--- src/hdl/arp_ram.sv ---
// Generic single-port-write, single-port-read RAM with a registered read.
`default_nettype none

module arp_ram #(
    parameter int WIDTH = 32,
    parameter int DEPTH = 64,
    parameter int AW    = 6
) (
    input  wire logic             clk,
    input  wire logic             we,
    input  wire logic [AW-1:0]    waddr,
    input  wire logic [WIDTH-1:0] wdata,
    input  wire logic [AW-1:0]    raddr,
    output logic      [WIDTH-1:0] rdata
);

    logic [WIDTH-1:0] mem [DEPTH];

    // Write port.
    always_ff @(posedge clk)
    begin
        if (we)
        begin
            mem[waddr] <= wdata;
        end
    end

    // Registered read port.
    always_ff @(posedge clk)
    begin
        rdata <= mem[raddr];
    end

endmodule

`default_nettype wire

--- config.mk ---
export PLATFORM = sky130hd
export DESIGN_NAME = arp_ram
export DESIGN_NICKNAME = d
export VERILOG_FILES = /design/src/hdl/arp_ram.sv
export SDC_FILE = /design/constraint.sdc
export NUM_CORES = 2
export LEC_CHECK = 0
export ABC_AREA = 1
export ABC_CLOCK_PERIOD_IN_PS = 13800
export BUFFER_PORTS_ARGS = -buffer_cell sky130_fd_sc_hd__buf_2
export CAP_MARGIN = 20
export CORE_UTILIZATION = 38
export CTS_CLUSTER_DIAMETER = 150
export CTS_CLUSTER_SIZE = 20
export DETAILED_ROUTE_END_ITERATION = 10
export PLACE_DENSITY_LB_ADDON = 0.08
export SETUP_SLACK_MARGIN = 0.3
export SLEW_MARGIN = 10
export SYNTH_ARGS = -nofsm -noshare
export SYNTH_HDL_FRONTEND = slang
export SYNTH_SLANG_ARGS = --single-unit
--- constraint.sdc ---
create_clock -name clk -period 13.8 [get_ports clk]
set_input_delay 4.14 -clock clk [delete_from_list [all_inputs] [get_ports clk]]
set_output_delay 4.14 -clock clk [all_outputs]
set_load 0.02 [all_outputs]
==> flow_metrics.tcl <==
set metrics [dict create \
    cts-htree-levels 3 \
    tns_ns 0 \
    wl_mm 266 \
    worst_slew_pin_slew_ns 1.17 \
    post-route-period-util_pct 55.1 \
    synthTopCellsByCount "2248 x nand2_1, 2048 x edfxtp_1, 1907 x nand3_1, 282 x buf_2, 77 x clkbuf_1" \
    synthTopCellsByArea "edfxtp_1 74%, nand3_1 12%, nand2_1 10%" \
    grt_pass1_wl_mm 378 \
    worst-path-buf-inv 4 \
    hp-class "reg2reg" \
    holdPathStages 8 \
    coreArea_um2 215000 \
    wl_per_cell_um 27.8 \
    min_from "mem[0][20]" \
    drive_gt1_share_pct 6.20 \
    antenna_found_initial 29 \
    netlist_area_um2 82700 \
    rsz0062_at_grt "false" \
    num_rows 170 \
    critPathArrivalTime_ns 8.34 \
    area_growth_pct 7.99 \
    startpoint_type "primary input" \
    critPathSlowestCell "buf_4" \
    cts_buffers 113 \
    avgSynthCellArea_um2 12.2 \
    yosysUniqueCellTypes 16 \
    viasPerCell 5.49 \
    place_congestion 0.775 \
    clock_power_share_pct 31.3 \
    yosysTopAreaCellShare_pct 74.3 \
    synth_top_flop_cell "edfxtp_1" \
    critPathKind "in2reg" \
    grt_start_max_net_pins 205 \
    nets 6709 \
    yosys_warnings 0 \
    ff2ff_setup_slack_ns 11.90 \
    drv_slew 0 \
    die_w_um 469 \
    r2r_start "mem[49][6]" \
    relSlewSlack_pct 22.1 \
    dr.pass1.iters 5 \
    post_cts_resized 0 \
    cpLargestDelayFamily "buffers and inverters" \
    cp_max_fo 80 \
    die_h_um 469 \
    cp-end-kind "flop" \
    initial_core_util_pct 38.4 \
    slowest_delay_ns 0.86 \
    hpwl_mm 127 \
    whs_ns 0.804 \
    finalSetupViolCount 0 \
    finish.instance_area_um2 89400 \
    placed_cell_area_um2 86200 \
    ir_worst_vdd_mv 0.0968 \
    cts_tree "built" \
    grt_util_all_layers_pct 24.0 \
    power.density_nw_per_um2 128 \
    clockBufferDepth 3 \
    pin_count 78 \
    syn_inst 6769 \
    cts-hold-fix-buffers 0 \
    drc 0 \
    maxCapViolCount 0 \
    fp.dieArea_um2 220000 \
    p_seq_share_pct 61.3 \
    io_buffers 77 \
    p_int_mw 8.70 \
    async_flop_share_pct 0 \
    cts.sinks 2080 \
    antenna_left 0 \
    fin_skew_ns 0.0340 \
    ff2ff_path_depth 8 \
    grt_pass1_vias 50500 \
    timing.final.hold_violations 0 \
    switching_power_mw 2.75 \
    period_minus_slack_ns 7.60 \
    synth_edf_count 2048 \
    power_frac_comb_pct 7.4 \
    syn-num-nets 6815 \
    min_to "rdata[20]" \
    critPathRequiredTime_ns 14.54 \
    fillCellCount 20200 \
    swShare_pct 24.0 \
    fmax_mhz 132 \
    status "finished clean" \
    synth_area_leader_cell "edfxtp_1" \
    cp_cell_sequence "buf_8, buf_4, buf_4, buf_4, nand2_1, nand3_1, nand3_1, nand3_1, nand3_1, nand2_1, nand2_1, nand2_1" \
    drtIter0Drc 5738 \
    cts.clk_slew.worst_paths_ns 0.08 \
    post_cts_buffers 0 \
    vias 52500 \
    yosys_register_bits 2080 \
    synth_seq_area_share_pct 75.1 \
    overflow 0 \
    r2r_end "rdata[6]" \
    synth_most_common_cell "nand2_1" \
    insertion_delay_ns 0.81 \
    root_buffer "clkbuf_16" \
    leakage_nw 30.5 \
]
## cell usage in the layout, fill, tap and decap left out, drive strengths merged
cell	instances
buf	228
clkbuf	169
clkinv	4
dfxtp	32
diode	7
edfxtp	2048
inv	14
nand2	2248
nand3	1907
nand4	9
nor2	56
nor4	8
## power groups by stage
stage | Sequential (mW) | Clock, mW | Combinational (mW)
finish | 7.01 | 3.58 | 0.846
global route | 7.02 | 3.85 | 0.916
global placement | 7.16 | 0 | 0.849
floorplan | 7.15 | 0 | 0.430
CTS | 7.01 | 3.66 | 0.852
detailed placement | 7.16 | 0 | 0.851
## worst max-delay path by stage
| stage | start | end | depth (start not counted) |
|---|---|---|---|
| after floorplan | we | mem[48][0] | 3 |
| after global placement | raddr[0] | rdata[25] | 12 |
| after detailed placement | raddr[0] | rdata[25] | 12 |
| after CTS | raddr[0] | rdata[25] | 12 |
| after global routing | raddr[0] | rdata[5] | 12 |
| final | raddr[0] | rdata[25] | 12 |
## stage by stage
| stage | utilization (%) | power (mW) | instances | setup slack, ns |
|---|---|---|---|---|
| 2_1_floorplan | - | 7.58 | 6769 | 5.53 |
| 3_3_place_gp | 40.0 | 8.01 | 9386 | 5.44 |
| 3_5_place_dp | 40.0 | 8.01 | 9386 | 5.47 |
| 4_1_cts | 41.5 | 11.5 | 9561 | 6.34 |
| 5_1_grt | 41.5 | 11.8 | 9563 | 6.05 |
| 6_report | 41.5 | 11.4 | 9568 | 6.20 |
## kinds of logic after synthesis
group | share of synthesized area [%]
DFF | 75.1
buffers and inverters | 2.78
and+or+nand+nor | 22.1
## area by class of cell
type                       count  area, um2  area share [%]
antenna                        7       17.5          0.0196
clock buffer                 169       3060            3.42
clock inverter                 6       75.1          0.0840
inverter                      12       82.6          0.0924
multi-input combinational   4228      18800            21.0
sequential                  2080      62100            69.5
tap                         2838       3550            3.97
timing repair buffer         228       1660            1.86
## worst register-to-register path, cell delays in order (launching register included)
cell,delay [ns]
edfxtp_1,0.36
nand2_1,0.07
nand3_1,0.09
nand3_1,0.15
nand3_1,0.15
nand3_1,0.32
nand2_1,0.12
nand2_1,0.25
nand2_1,0.26
## state kept, by name, indices dropped and copies added, names as in the netlist
register,cells
rdata,32
mem,2048
## layer usage
| layer | wire (um) | vias up | global-route usage [%] |
|---|---|---|---|
| met5 | 13 | - | 0 |
| met4 | 6410 | 2 | 5.62 |
| met3 | 13200 | 272 | 2.31 |
| met2 | 125000 | 1483 | 39.0 |
| met1 | 122000 | 27000 | 34.8 |
| li1 | - | 23800 | - |
No activity file was read; power rests on OpenSTA's default activity.
