<file path="src/hdl/arp_pkg.sv">
// Shared types and constants for the address-resolution table.
`default_nettype none

package arp_pkg;

    // Fixed field widths of one item and one result.
    localparam int IP_W  = 32;
    localparam int MAC_W = 48;
    localparam int IDX_W = 6;

    // Operation codes carried on func.
    localparam logic FUNC_LOOKUP = 1'b0;
    localparam logic FUNC_LEARN  = 1'b1;

    // Sequencer states, one-hot.
    typedef enum logic [1:0] {
        ST_IDLE = 2'b01,
        ST_SCAN = 2'b10
    } state_t;

    // One result item as it leaves the sequencer.
    typedef struct packed {
        logic             done;
        logic             hit;
        logic [MAC_W-1:0] found_mac;
        logic [IDX_W-1:0] entry_index;
        logic             dropped;
    } result_t;

endpackage

`default_nettype wire

</file>
<file path="src/hdl/arp_ctrl.sv">
// Scan sequencer: walks the filled entries, compares keys and writes back on learn.
`default_nettype none

module arp_ctrl #(
    parameter int TABLE_DEPTH = 64,
    parameter int AW          = 6,
    parameter int CW          = 7
) (
    input  wire logic                       clk,
    input  wire logic                       rst_n,
    input  wire logic                       start,
    input  wire logic                       func,
    input  wire logic [arp_pkg::IP_W-1:0]   ip_address,
    input  wire logic [arp_pkg::MAC_W-1:0]  mac_address,
    output logic                            busy,
    output logic      [AW-1:0]              rd_addr,
    input  wire logic [arp_pkg::IP_W-1:0]   key_rdata,
    input  wire logic [arp_pkg::MAC_W-1:0]  val_rdata,
    output logic                            wr_en,
    output logic      [AW-1:0]              wr_addr,
    output logic      [arp_pkg::IP_W-1:0]   wr_key,
    output logic      [arp_pkg::MAC_W-1:0]  wr_mac,
    output arp_pkg::result_t                result
);

    localparam int PAD_W = AW + arp_pkg::IDX_W;

    arp_pkg::state_t state_reg, state_next;

    logic                       func_reg;
    logic [arp_pkg::IP_W-1:0]   ip_reg;
    logic [arp_pkg::MAC_W-1:0]  mac_reg;
    logic [CW-1:0]              count_reg, count_next;
    logic [CW-1:0]              scan_reg, scan_next;
    logic                       cmp_valid_reg, cmp_valid_next;
    logic [AW-1:0]              cmp_idx_reg, cmp_idx_next;
    arp_pkg::result_t           result_reg, result_next;

    logic accept;
    logic issue;
    logic match;
    logic finish;
    logic full;
    logic learn;
    logic [PAD_W-1:0] cmp_idx_pad;
    logic [PAD_W-1:0] count_pad;

    assign busy    = (state_reg != arp_pkg::ST_IDLE);
    assign accept  = start && !busy;
    assign rd_addr = scan_reg[AW-1:0];
    assign result  = result_reg;

    // Scan control: one read issued per cycle, compared in the cycle after it is issued.
    assign issue  = (state_reg == arp_pkg::ST_SCAN) && (scan_reg < count_reg);
    assign match  = cmp_valid_reg && (key_rdata == ip_reg);
    assign finish = (state_reg == arp_pkg::ST_SCAN) && (match || (!cmp_valid_reg && !issue));
    assign full   = (count_reg >= CW'(TABLE_DEPTH));
    assign learn  = (func_reg == arp_pkg::FUNC_LEARN);

    assign cmp_idx_pad = PAD_W'(cmp_idx_reg);
    assign count_pad   = PAD_W'(count_reg[AW-1:0]);

    // Write-back: update the matching entry, or append at the fill count if the table is not full.
    assign wr_en   = finish && learn && (match || !full);
    assign wr_addr = match ? cmp_idx_reg : count_reg[AW-1:0];
    assign wr_key  = ip_reg;
    assign wr_mac  = mac_reg;

    // Next-state logic.
    always_comb
    begin
        state_next     = state_reg;
        count_next     = count_reg;
        scan_next      = scan_reg;
        cmp_valid_next = 1'b0;
        cmp_idx_next   = cmp_idx_reg;
        result_next    = '0;

        case (state_reg)
            arp_pkg::ST_IDLE:
            begin
                if (accept)
                begin
                    state_next = arp_pkg::ST_SCAN;
                    scan_next  = '0;
                end
            end
            arp_pkg::ST_SCAN:
            begin
                if (issue)
                begin
                    cmp_valid_next = 1'b1;
                    cmp_idx_next   = scan_reg[AW-1:0];
                    scan_next      = scan_reg + CW'(1);
                end
                if (finish)
                begin
                    state_next       = arp_pkg::ST_IDLE;
                    cmp_valid_next   = 1'b0;
                    result_next.done = 1'b1;
                    result_next.hit  = match;
                    if (match)
                    begin
                        result_next.entry_index = cmp_idx_pad[arp_pkg::IDX_W-1:0];
                        if (!learn)
                        begin
                            result_next.found_mac = val_rdata;
                        end
                    end
                    else if (learn)
                    begin
                        if (full)
                        begin
                            result_next.dropped = 1'b1;
                        end
                        else
                        begin
                            result_next.entry_index = count_pad[arp_pkg::IDX_W-1:0];
                            count_next              = count_reg + CW'(1);
                        end
                    end
                end
            end
            default:
            begin
                state_next = arp_pkg::ST_IDLE;
            end
        endcase
    end

    // Control registers.
    always_ff @(posedge clk or negedge rst_n)
    begin
        if (!rst_n)
        begin
            state_reg     <= arp_pkg::ST_IDLE;
            count_reg     <= '0;
            scan_reg      <= '0;
            cmp_valid_reg <= 1'b0;
            result_reg    <= '0;
        end
        else
        begin
            state_reg     <= state_next;
            count_reg     <= count_next;
            scan_reg      <= scan_next;
            cmp_valid_reg <= cmp_valid_next;
            result_reg    <= result_next;
        end
    end

    // Item payload and compare index.
    always_ff @(posedge clk)
    begin
        cmp_idx_reg <= cmp_idx_next;
        if (accept)
        begin
            func_reg <= func;
            ip_reg   <= ip_address;
            mac_reg  <= mac_address;
        end
    end

endmodule

`default_nettype wire

</file>
<file path="config.mk">
export PLATFORM = sky130hd
export DESIGN_NAME = arp_ctrl
export DESIGN_NICKNAME = d
export VERILOG_FILES = /design/src/hdl/arp_pkg.sv /design/src/hdl/arp_ctrl.sv
export SDC_FILE = /design/constraint.sdc
export NUM_CORES = 1
export LEC_CHECK = 0
export BUFFER_PORTS_ARGS = -buffer_cell sky130_fd_sc_hd__buf_2
export CORE_MARGIN = 8
export CORE_UTILIZATION = 48
export CTS_BUF_LIST = sky130_fd_sc_hd__clkbuf_8 sky130_fd_sc_hd__clkbuf_16
export DETAILED_ROUTE_END_ITERATION = 16
export PLACE_DENSITY = 0.95
export SETUP_SLACK_MARGIN = 0.1
export SLEW_MARGIN = 5
export SYNTH_ARGS = -nofsm -noshare
export SYNTH_HDL_FRONTEND = slang
export SYNTH_SLANG_ARGS = --single-unit
</file>
<file path="constraint.sdc">
create_clock -name clk -period 6.6 [get_ports clk]
set_clock_uncertainty 0.15 [all_clocks]
set_input_delay 0.33 -clock clk [delete_from_list [all_inputs] [get_ports clk]]
set_output_delay 0.33 -clock clk [all_outputs]
set_load 0.01 [all_outputs]
</file>
==> results of run 1 <==
## cells in the mapped netlist
library cell	n	area share
nor3_1	3	0.0025
mux2i_1	3	0.0050
nand4_1	9	0.0094
or4_4	2	0.0038
inv_1	12	0.0075
nand2b_1	5	0.0052
and4_1	1	0.0015
nor3_2	1	0.0017
dfstp_2	1	0.0044
or3_1	3	0.0031
dfrtp_1	73	0.31
nand2_1	11	0.0069
nor4_4	2	0.0071
nor4b_2	1	0.0025
clkbuf_1	5	0.0031
nor4_1	5	0.0052
buf_6	2	0.0038
a21o_1	2	0.0025
a21oi_1	6	0.0050
edfxtp_1	87	0.44
ha_1	9	0.019
xnor2_1	21	0.031
buf_4	7	0.0088
mux2_2	7	0.013
nor2b_1	1	0.0010
nor2_1	3	0.0019
xor2_1	16	0.023
a31o_1	1	0.0015
o221ai_2	1	0.0025
a211oi_1	1	0.0013
nor4b_1	2	0.0029
nand3_1	4	0.0034
a22o_1	6	0.0088
a31oi_1	1	0.0010
and2_1	49	0.051
o21ai_0	4	0.0034
or2_2	1	0.0010
o41ai_1	1	0.0015
## worst max-delay path: cells and delay by family, from the launching register on
kind	cells	cell delay, ns
AND/OR/NAND/NOR	3	1.38
flip-flops	1	0.43
multiplexers	1	0.42
XOR/XNOR	1	0.27
buffers and inverters	1	0.15
## metrics by stage
| stage | std cells | setup slack, ns |
|---|---|---|
| 2_1_floorplan | 369 | 3.31 |
| 4_1_cts | 1002 | 3.05 |
| 6_report | 1004 | 3.07 |
| 3_3_place_gp | 840 | 3.56 |
| 3_5_place_dp | 840 | 3.54 |
| 5_1_grt | 1004 | 2.96 |
## power by group through the flow
stage / clock network (mW) / registers (mW) / logic, mW
after global placement: 0 / 1.19 / 0.258
after global routing: 1.01 / 1.18 / 0.366
final: 0.961 / 1.18 / 0.342
after floorplan: 0 / 1.21 / 0.110
after detailed placement: 0 / 1.20 / 0.272
after CTS: 0.964 / 1.18 / 0.336
## layout by cell type, fill, tap and decap left out, drive strengths merged, types with 7 or more instances in the layout
cell type,n
buf,317
dlygate4sd3,130
edfxtp,87
dfrtp,73
and2,49
xnor2,21
clkbuf,17
inv,17
xor2,16
nand2,11
nand4,9
ha,9
mux2,7
nor4,7
## routing by layer
layer  GRT usage  part of all wire
met5           0                 0
met4       0.138             0.047
met3       0.103              0.11
met2       0.494              0.52
met1       0.282              0.32
## cell families (layout without fill, tap and decap cells)
family	count (synthesis)	after routing	synth area share
buf+inv	26	491	0.0232
fa+ha+maj	9	9	0.0188
simple gates	103	103	0.111
mux	10	10	0.0182
xor+xnor	37	37	0.0542
other cells	0	2	0
flops	161	161	0.747
compound gates	23	23	0.0274
## worst max-delay path by stage
stage	start	to	slack (ns)	depth (start not counted)
after CTS	wr_key[8]	wr_addr[5]	3.05	6
final	wr_key[14]	wr_addr[1]	3.07	6
after global routing	wr_key[10]	wr_addr[1]	2.96	6
after floorplan	state_reg[0]	func_reg	3.31	4
after global placement	wr_key[10]	wr_addr[5]	3.56	6
after detailed placement	wr_key[10]	wr_addr[5]	3.54	6
## layout make-up
class | instances | area (sq um) | share of cell area
clock inverter | 15 | 151 | 0.0158
clock buffer | 17 | 425 | 0.0444
sequential | 161 | 4470 | 0.466
inverter | 12 | 46.3 | 0.00483
timing repair buffer | 447 | 2900 | 0.302
tap | 168 | 210 | 0.0219
antenna | 2 | 5.00 | 0.000523
multi-input combinational | 182 | 1380 | 0.144
==> results.txt, run 1 <==
----------------------------------------------------
[CTS]
  Post-CTS clock slew at the launch and capture registers of the worst setup and hold paths ... roughly 0.07 ns
  Post-CTS setup buffer count ... 0
  Insertion delay to the later sink of the worst-skew pair ... 0.42 ns
  Sink count of the clock tree ... 161
  Hold-fix buffers, CTS ... 130
  CTS resizes ... 0
  TritonCTS clock tree ... built
  Cell at the root of the clock tree ... clkbuf_16
  Number of H-tree levels ... 4
  Clk buf depth ... 2
  Num CTS Buffers ... 17

[Global route]
  Global-route wire length before repair ... 33700 microns
  Largest net degree at the start of global routing ... 75
  Tot GR Track Use ... 0.278
  Vias in the first global route ... approximately 5700
  Overflow left after global routing ... 0
  Antenna violations before repair ... 2

[Cells and area]
  Layout Area Growth over Synthesis ... 60.3%
  Number of flip-flops in the largest register ... 57
  Share of the core filled with cells in the final layout ... 0.794
  Final Instance Area ... 9580 sq um
  Share of cells above drive strength 1 ... 0.438
  Filler instances ... 645
  Net count reported at finish ... 994

[Placed design]
  Placed wire-length estimate after detailed placement ... about 14000 microns
  Routability-driven placement congestion ratio ... 0.924
  Instance area after placement ... slightly below 8000 sq um
  Port-buffer cells ... 314

[Critical path]
  Worst Path Arrival ... about 3.1 ns
  Critical path required time ... 6.12 ns
  Sequence of cells on the critical path ... xnor2_1 -> nand4_1 -> or4_4 -> nor4_4 -> mux2_2 -> buf_2
  Maximum fanout encountered on the critical timing path ... 7
  Critical Path Slowest Stage Cell ... nor4_4
  Slack of the worst reg-to-reg path ... 3.53 ns
  RR Startpoint ... count_reg[3]
  Startpoint class of the critical path ... register
  Worst reg2reg endpoint ... count_reg[1]
  Peak per-stage delay on the critical path ... 0.61 ns
  Worst Setup End Kind ... primary output
  Category of the most critical setup path ... register to primary output
  Reg2Reg Depth ... 8

[Route]
  Wire length reported by the detailed router ... 22700 microns
  Remaining antenna violation count after routing ... 0
  DRC Markers ... 0
  Routed length per placed instance ... roughly 23 microns
  Drt pass-1 iters ... 5
  Vias per cell ... between 5 and 6
  Violation count after the first detailed-route iteration ... between 400 and 500
  Number of vias after detailed routing ... 5035

[Power]
  Total power ... 2.48 mW
  Total net switching power ... between 0.6 and 0.7 mW
  Switching share of power ... 0.263
  Clock network fraction of total power ... 0.387
  Seq pwr share ... 0.475
  Internal power contribution ... approximately 1.8 mW
  Maximum resistive drop on vdd ... 167 uV
  Fraction of power consumed by combinational cells ... 0.138
  Standby leakage power ... 4.63 nW
  Power density over cell area ... 259 nW/um^2

[Floorplan]
  Starting Density ... 0.495
  X dimension of the die ... 128 microns
  Die area ... 16300 sq um
  I/O pin count ... about 320
  Die outline height ... roughly 130 microns
  Area of the core ... 12100 sq um
  Number of cell rows ... 40

[Logic synthesis]
  Mapped Cells ... 369
  Number of nets in the synthesized netlist ... 542
  Warning count from the yosys run ... 0
  Number of unique standard cell types used by synthesis ... 38
  Number of register bits inferred by synthesis ... 161
  Syn_area_per_cell ... 16.2 sq um
  Sequential share of the synthesized area ... 0.747
  Cell area after synthesis ... 5970 sq um

[STA]
  Final critical-path share of the clock period ... 0.535
  Total negative setup slack ... 0 ns
  Final period demand of the worst path ... 3.53 ns
  Count of final setup violators ... 0
  Upper clock frequency limit ... between 200 and 300 MHz
  Tightest hold margin ... 0.296 ns
  Tightest slew margin relative to the limit ... 0.382
  Final hold violation count ... 0
  Number of pins exceeding their max-slew limit in the final report ... 0
  Pin slew with the least headroom to its limit ... 0.926 ns
  Unrepaired setup endpoints after global routing ... false

[Hold path]
  Hold EP ... scan_reg[0]
  Min-Delay Path Depth ... 5
  Classification of the worst-slack hold path ... input port to register
  Hold_sp ... start

[Status]
  Outcome ... complete, no violations

[Run]
  Max-cap violations ... 0

----------------------------------------------------
No activity file was read; power rests on OpenSTA's default activity.
==> run 2, diff against run 1 <==
--- a/config.mk
+++ b/config.mk
@@ -7,10 +7,10 @@
 export LEC_CHECK = 0
 export BUFFER_PORTS_ARGS = -buffer_cell sky130_fd_sc_hd__buf_2
 export CORE_MARGIN = 8
-export CORE_UTILIZATION = 48
+export CORE_UTILIZATION = 45
 export CTS_BUF_LIST = sky130_fd_sc_hd__clkbuf_8 sky130_fd_sc_hd__clkbuf_16
 export DETAILED_ROUTE_END_ITERATION = 16
-export PLACE_DENSITY = 0.95
+export PLACE_DENSITY = 0.91
 export SETUP_SLACK_MARGIN = 0.1
 export SLEW_MARGIN = 5
 export SYNTH_ARGS = -nofsm -noshare
==> constraint.sdc (replaced) <==
create_clock -name clk -period 3.5 [get_ports clk]
set_clock_uncertainty 0.15 [all_clocks]
set_input_delay 0.175 -clock clk [delete_from_list [all_inputs] [get_ports clk]]
set_output_delay 0.175 -clock clk [all_outputs]
set_load 0.01 [all_outputs]
==> run 2 against run 1 <==
Against the previous run: total power grew 100%; critical path depth grew 2; non-clock buffer count grew 9; die area grew 5.8%; largest cell class unchanged.
==> results.txt, run 2 (synthesized netlist as in run 1, its figures left out) <==
----------------------------------------------------
[Critical path]
  Sequence of cells on the critical path ... xor2_1 -> nor4_1 -> buf_4 -> nand2_1 -> nor4_4 -> buf_4 -> mux2_2 -> buf_2
  Worst Setup End Kind ... primary output
  Cell type group with the largest total delay on the critical path ... simple AND/OR/NAND/NOR gates
  Critical path required time ... 3.17 ns (-2.95 ns)
  Crit-path most repeated cell ... buf_4
  Startpoint class of the critical path ... register
  Peak per-stage delay on the critical path ... 0.49 ns (-0.12 ns)
  Category of the most critical setup path ... register to primary output
  Reg2Reg Depth ... 10 (+2)
  Critical Path Slowest Stage Cell ... edfxtp_1
  Critical path buffer and inverter count ... 3 (+2)
  Maximum fanout encountered on the critical timing path ... 7 (unchanged)
  Worst Path Arrival ... 2.89 ns (-0.16 ns)
  Slack of the worst reg-to-reg path ... 0.68 ns (-2.85 ns)
  RR Startpoint ... count_reg[3]
  Worst reg2reg endpoint ... count_reg[1]

[Route]
  Wire length reported by the detailed router ... 22500 microns (-1.0%)
  Vias per cell ... 4.96 (-1.0%)
  Routed length per placed instance ... 22.1 microns (-2.7%)
  Remaining antenna violation count after routing ... 0 (unchanged)
  Violation count after the first detailed-route iteration ... 325 (-27%)
  DRC Markers ... 0 (unchanged)
  Number of vias after detailed routing ... 5067 (+0.64%)
  Drt pass-1 iters ... 5 (unchanged)

[Floorplan]
  I/O pin count ... 315 (unchanged)
  Number of cell rows ... 42 (+5.0%)
  Die area ... 17200 sq um (+5.8%)
  X dimension of the die ... 131 microns (+2.9%)
  Starting Density ... 0.457 (-0.0387)
  Die outline height ... 131 microns (+2.9%)
  Area of the core ... 13100 sq um (+8.5%)

[Hold path]
  Classification of the worst-slack hold path ... input port to register
  Hold EP ... scan_reg[4]
  Min-Delay Path Depth ... 5 (unchanged)
  Hold_sp ... start

[Cells and area]
  Non-filler instance count after layout ... 1021 (+1.7%)
  Net count reported at finish ... 1003 (+0.91%)
  Number of flip-flops in the largest register ... 57 (unchanged)
  Share of cells above drive strength 1 ... 0.446 (+0.00838)
  Layout Area Growth over Synthesis ... 63.5%
  Leading cell type in the layout, fill and taps excluded ... buf_2
  Commonest non-fill, non-tap cells in the layout ... 314 x buf_2, 130 x dlygate4sd3_1, 87 x edfxtp_1, 73 x dfrtp_1, 49 x and2_1

[CTS]
  TritonCTS clock tree ... built
  Num CTS Buffers ... 17 (unchanged)
  Cell at the root of the clock tree ... clkbuf_16
  Number of H-tree levels ... 4 (unchanged)
  Clk buf depth ... 2 (unchanged)
  Insertion delay to the later sink of the worst-skew pair ... 0.41 ns (about the same)
  Sink count of the clock tree ... 161 (unchanged)
  Post-CTS clock slew at the launch and capture registers of the worst setup and hold paths ... 0.07 ns (about the same)

[STA]
  Number of pins exceeding their max-slew limit in the final report ... 0 (unchanged)
  Final period demand of the worst path ... 3.21 ns
  Pin slew with the least headroom to its limit ... 0.758 ns (-0.168 ns)
  Final hold violation count ... 0 (unchanged)
  Final critical-path share of the clock period ... 0.918
  Total negative setup slack ... 0 ns (unchanged)
  Upper clock frequency limit ... between 300 and 400 MHz
  Tightest slew margin relative to the limit ... 0.495 (+0.112)
  Count of final setup violators ... 0 (unchanged)
  Unrepaired setup endpoints after global routing ... false

[Status]
  Outcome ... complete, no violations

[Global route]
  Vias in the first global route ... 5752 (+1.4%)
  Antenna violations before repair ... 1 (-1)
  Tot GR Track Use ... 0.257 (-0.0208)
  Largest net degree at the start of global routing ... 70 (-6.7%)
  Overflow left after global routing ... 0 (unchanged)
  Global-route wire length before repair ... 33600 microns (-0.23%)

[Placed design]
  Placed cell count ... 851 (+1.3%)
  Port-buffer cells ... 314 (unchanged)
  Routability-driven placement congestion ratio ... 0.860 (-7.0%)
  Placed wire-length estimate after detailed placement ... 13800 microns (-3.7%)

[Power]
  Standby leakage power ... 4.72 nW (+2.0%)
  Power density over cell area ... 511 nW/um^2 (+97%)
  Maximum resistive drop on vdd ... 399 uV (+140%)

[Run]
  Max-cap violations ... 0 (unchanged)

----------------------------------------------------
run 2: tightest hold or removal path, cell delays in order:
cell and delay (ns):
buf_2 0.09, inv_1 0.04, or2_2 0.16, nand2_1 0.07
mux2i_1 0.12
run 2: how the worst max path moves through the flow:
stage,cells past startpoint,to,from
2_1_floorplan,4,func_reg,state_reg[0]
3_3_place_gp,7,wr_addr[5],wr_key[16]
3_5_place_dp,6,wr_addr[0],wr_key[20]
4_1_cts,6,wr_addr[0],wr_key[10]
5_1_grt,10,wr_en,count_reg[3]
6_report,8,wr_addr[1],wr_key[16]
run 2: metal layers:
layer,track usage,part of all wire,vias to the layer above,wire length (microns)
met5,0,0,-,0
met4,0.136,0.045,0,1010
met3,0.107,0.10,62,2360
met2,0.461,0.52,341,11700
met1,0.246,0.33,2436,7420
li1,-,-,2228,-
run 2: through the flow:
stage / power [mW] / area (sq um) / worst slack [ns] / hold WS, ns / util
2_1_floorplan: 2.48 / 5970 / 0.213 / -0.271 / -
3_3_place_gp: 2.74 / 7740 / 0.700 / 0.115 / 0.592
3_5_place_dp: 2.76 / 7740 / 0.645 / 0.132 / 0.592
4_1_cts: 4.97 / 9710 / 0.181 / 0.119 / 0.742
5_1_grt: 5.15 / 9760 / 0.145 / 0.144 / 0.746
6_report: 4.99 / 9770 / 0.287 / 0.136 / 0.746
run 2: layout make-up:
cell class / instances / area, sq um
flip-flops and latches: 161 / 4470
fillers: 732 / 3320
repair buffers: 456 / 2980
multi-input cells: 182 / 1380
clock buffers: 17 / 425
clock inverters: 15 / 246
well taps: 176 / 220
inverters: 12 / 50.0
diodes: 2 / 5.00
run 2: repair_timing:
item                                    in CTS  in global routing
hold endpoints to repair                   161                  0
buffers inserted                             0                  6
hold buffers                               130                  0
endpoints found under the setup margin       0                  7
gates resized for setup                      0                  1
run 2: power breakdown:
group          total (mW)  internal, mW  switching [mW]
registers            2.22          2.14          0.0855
logic               0.666         0.326           0.340
clock network        2.10          1.29           0.809
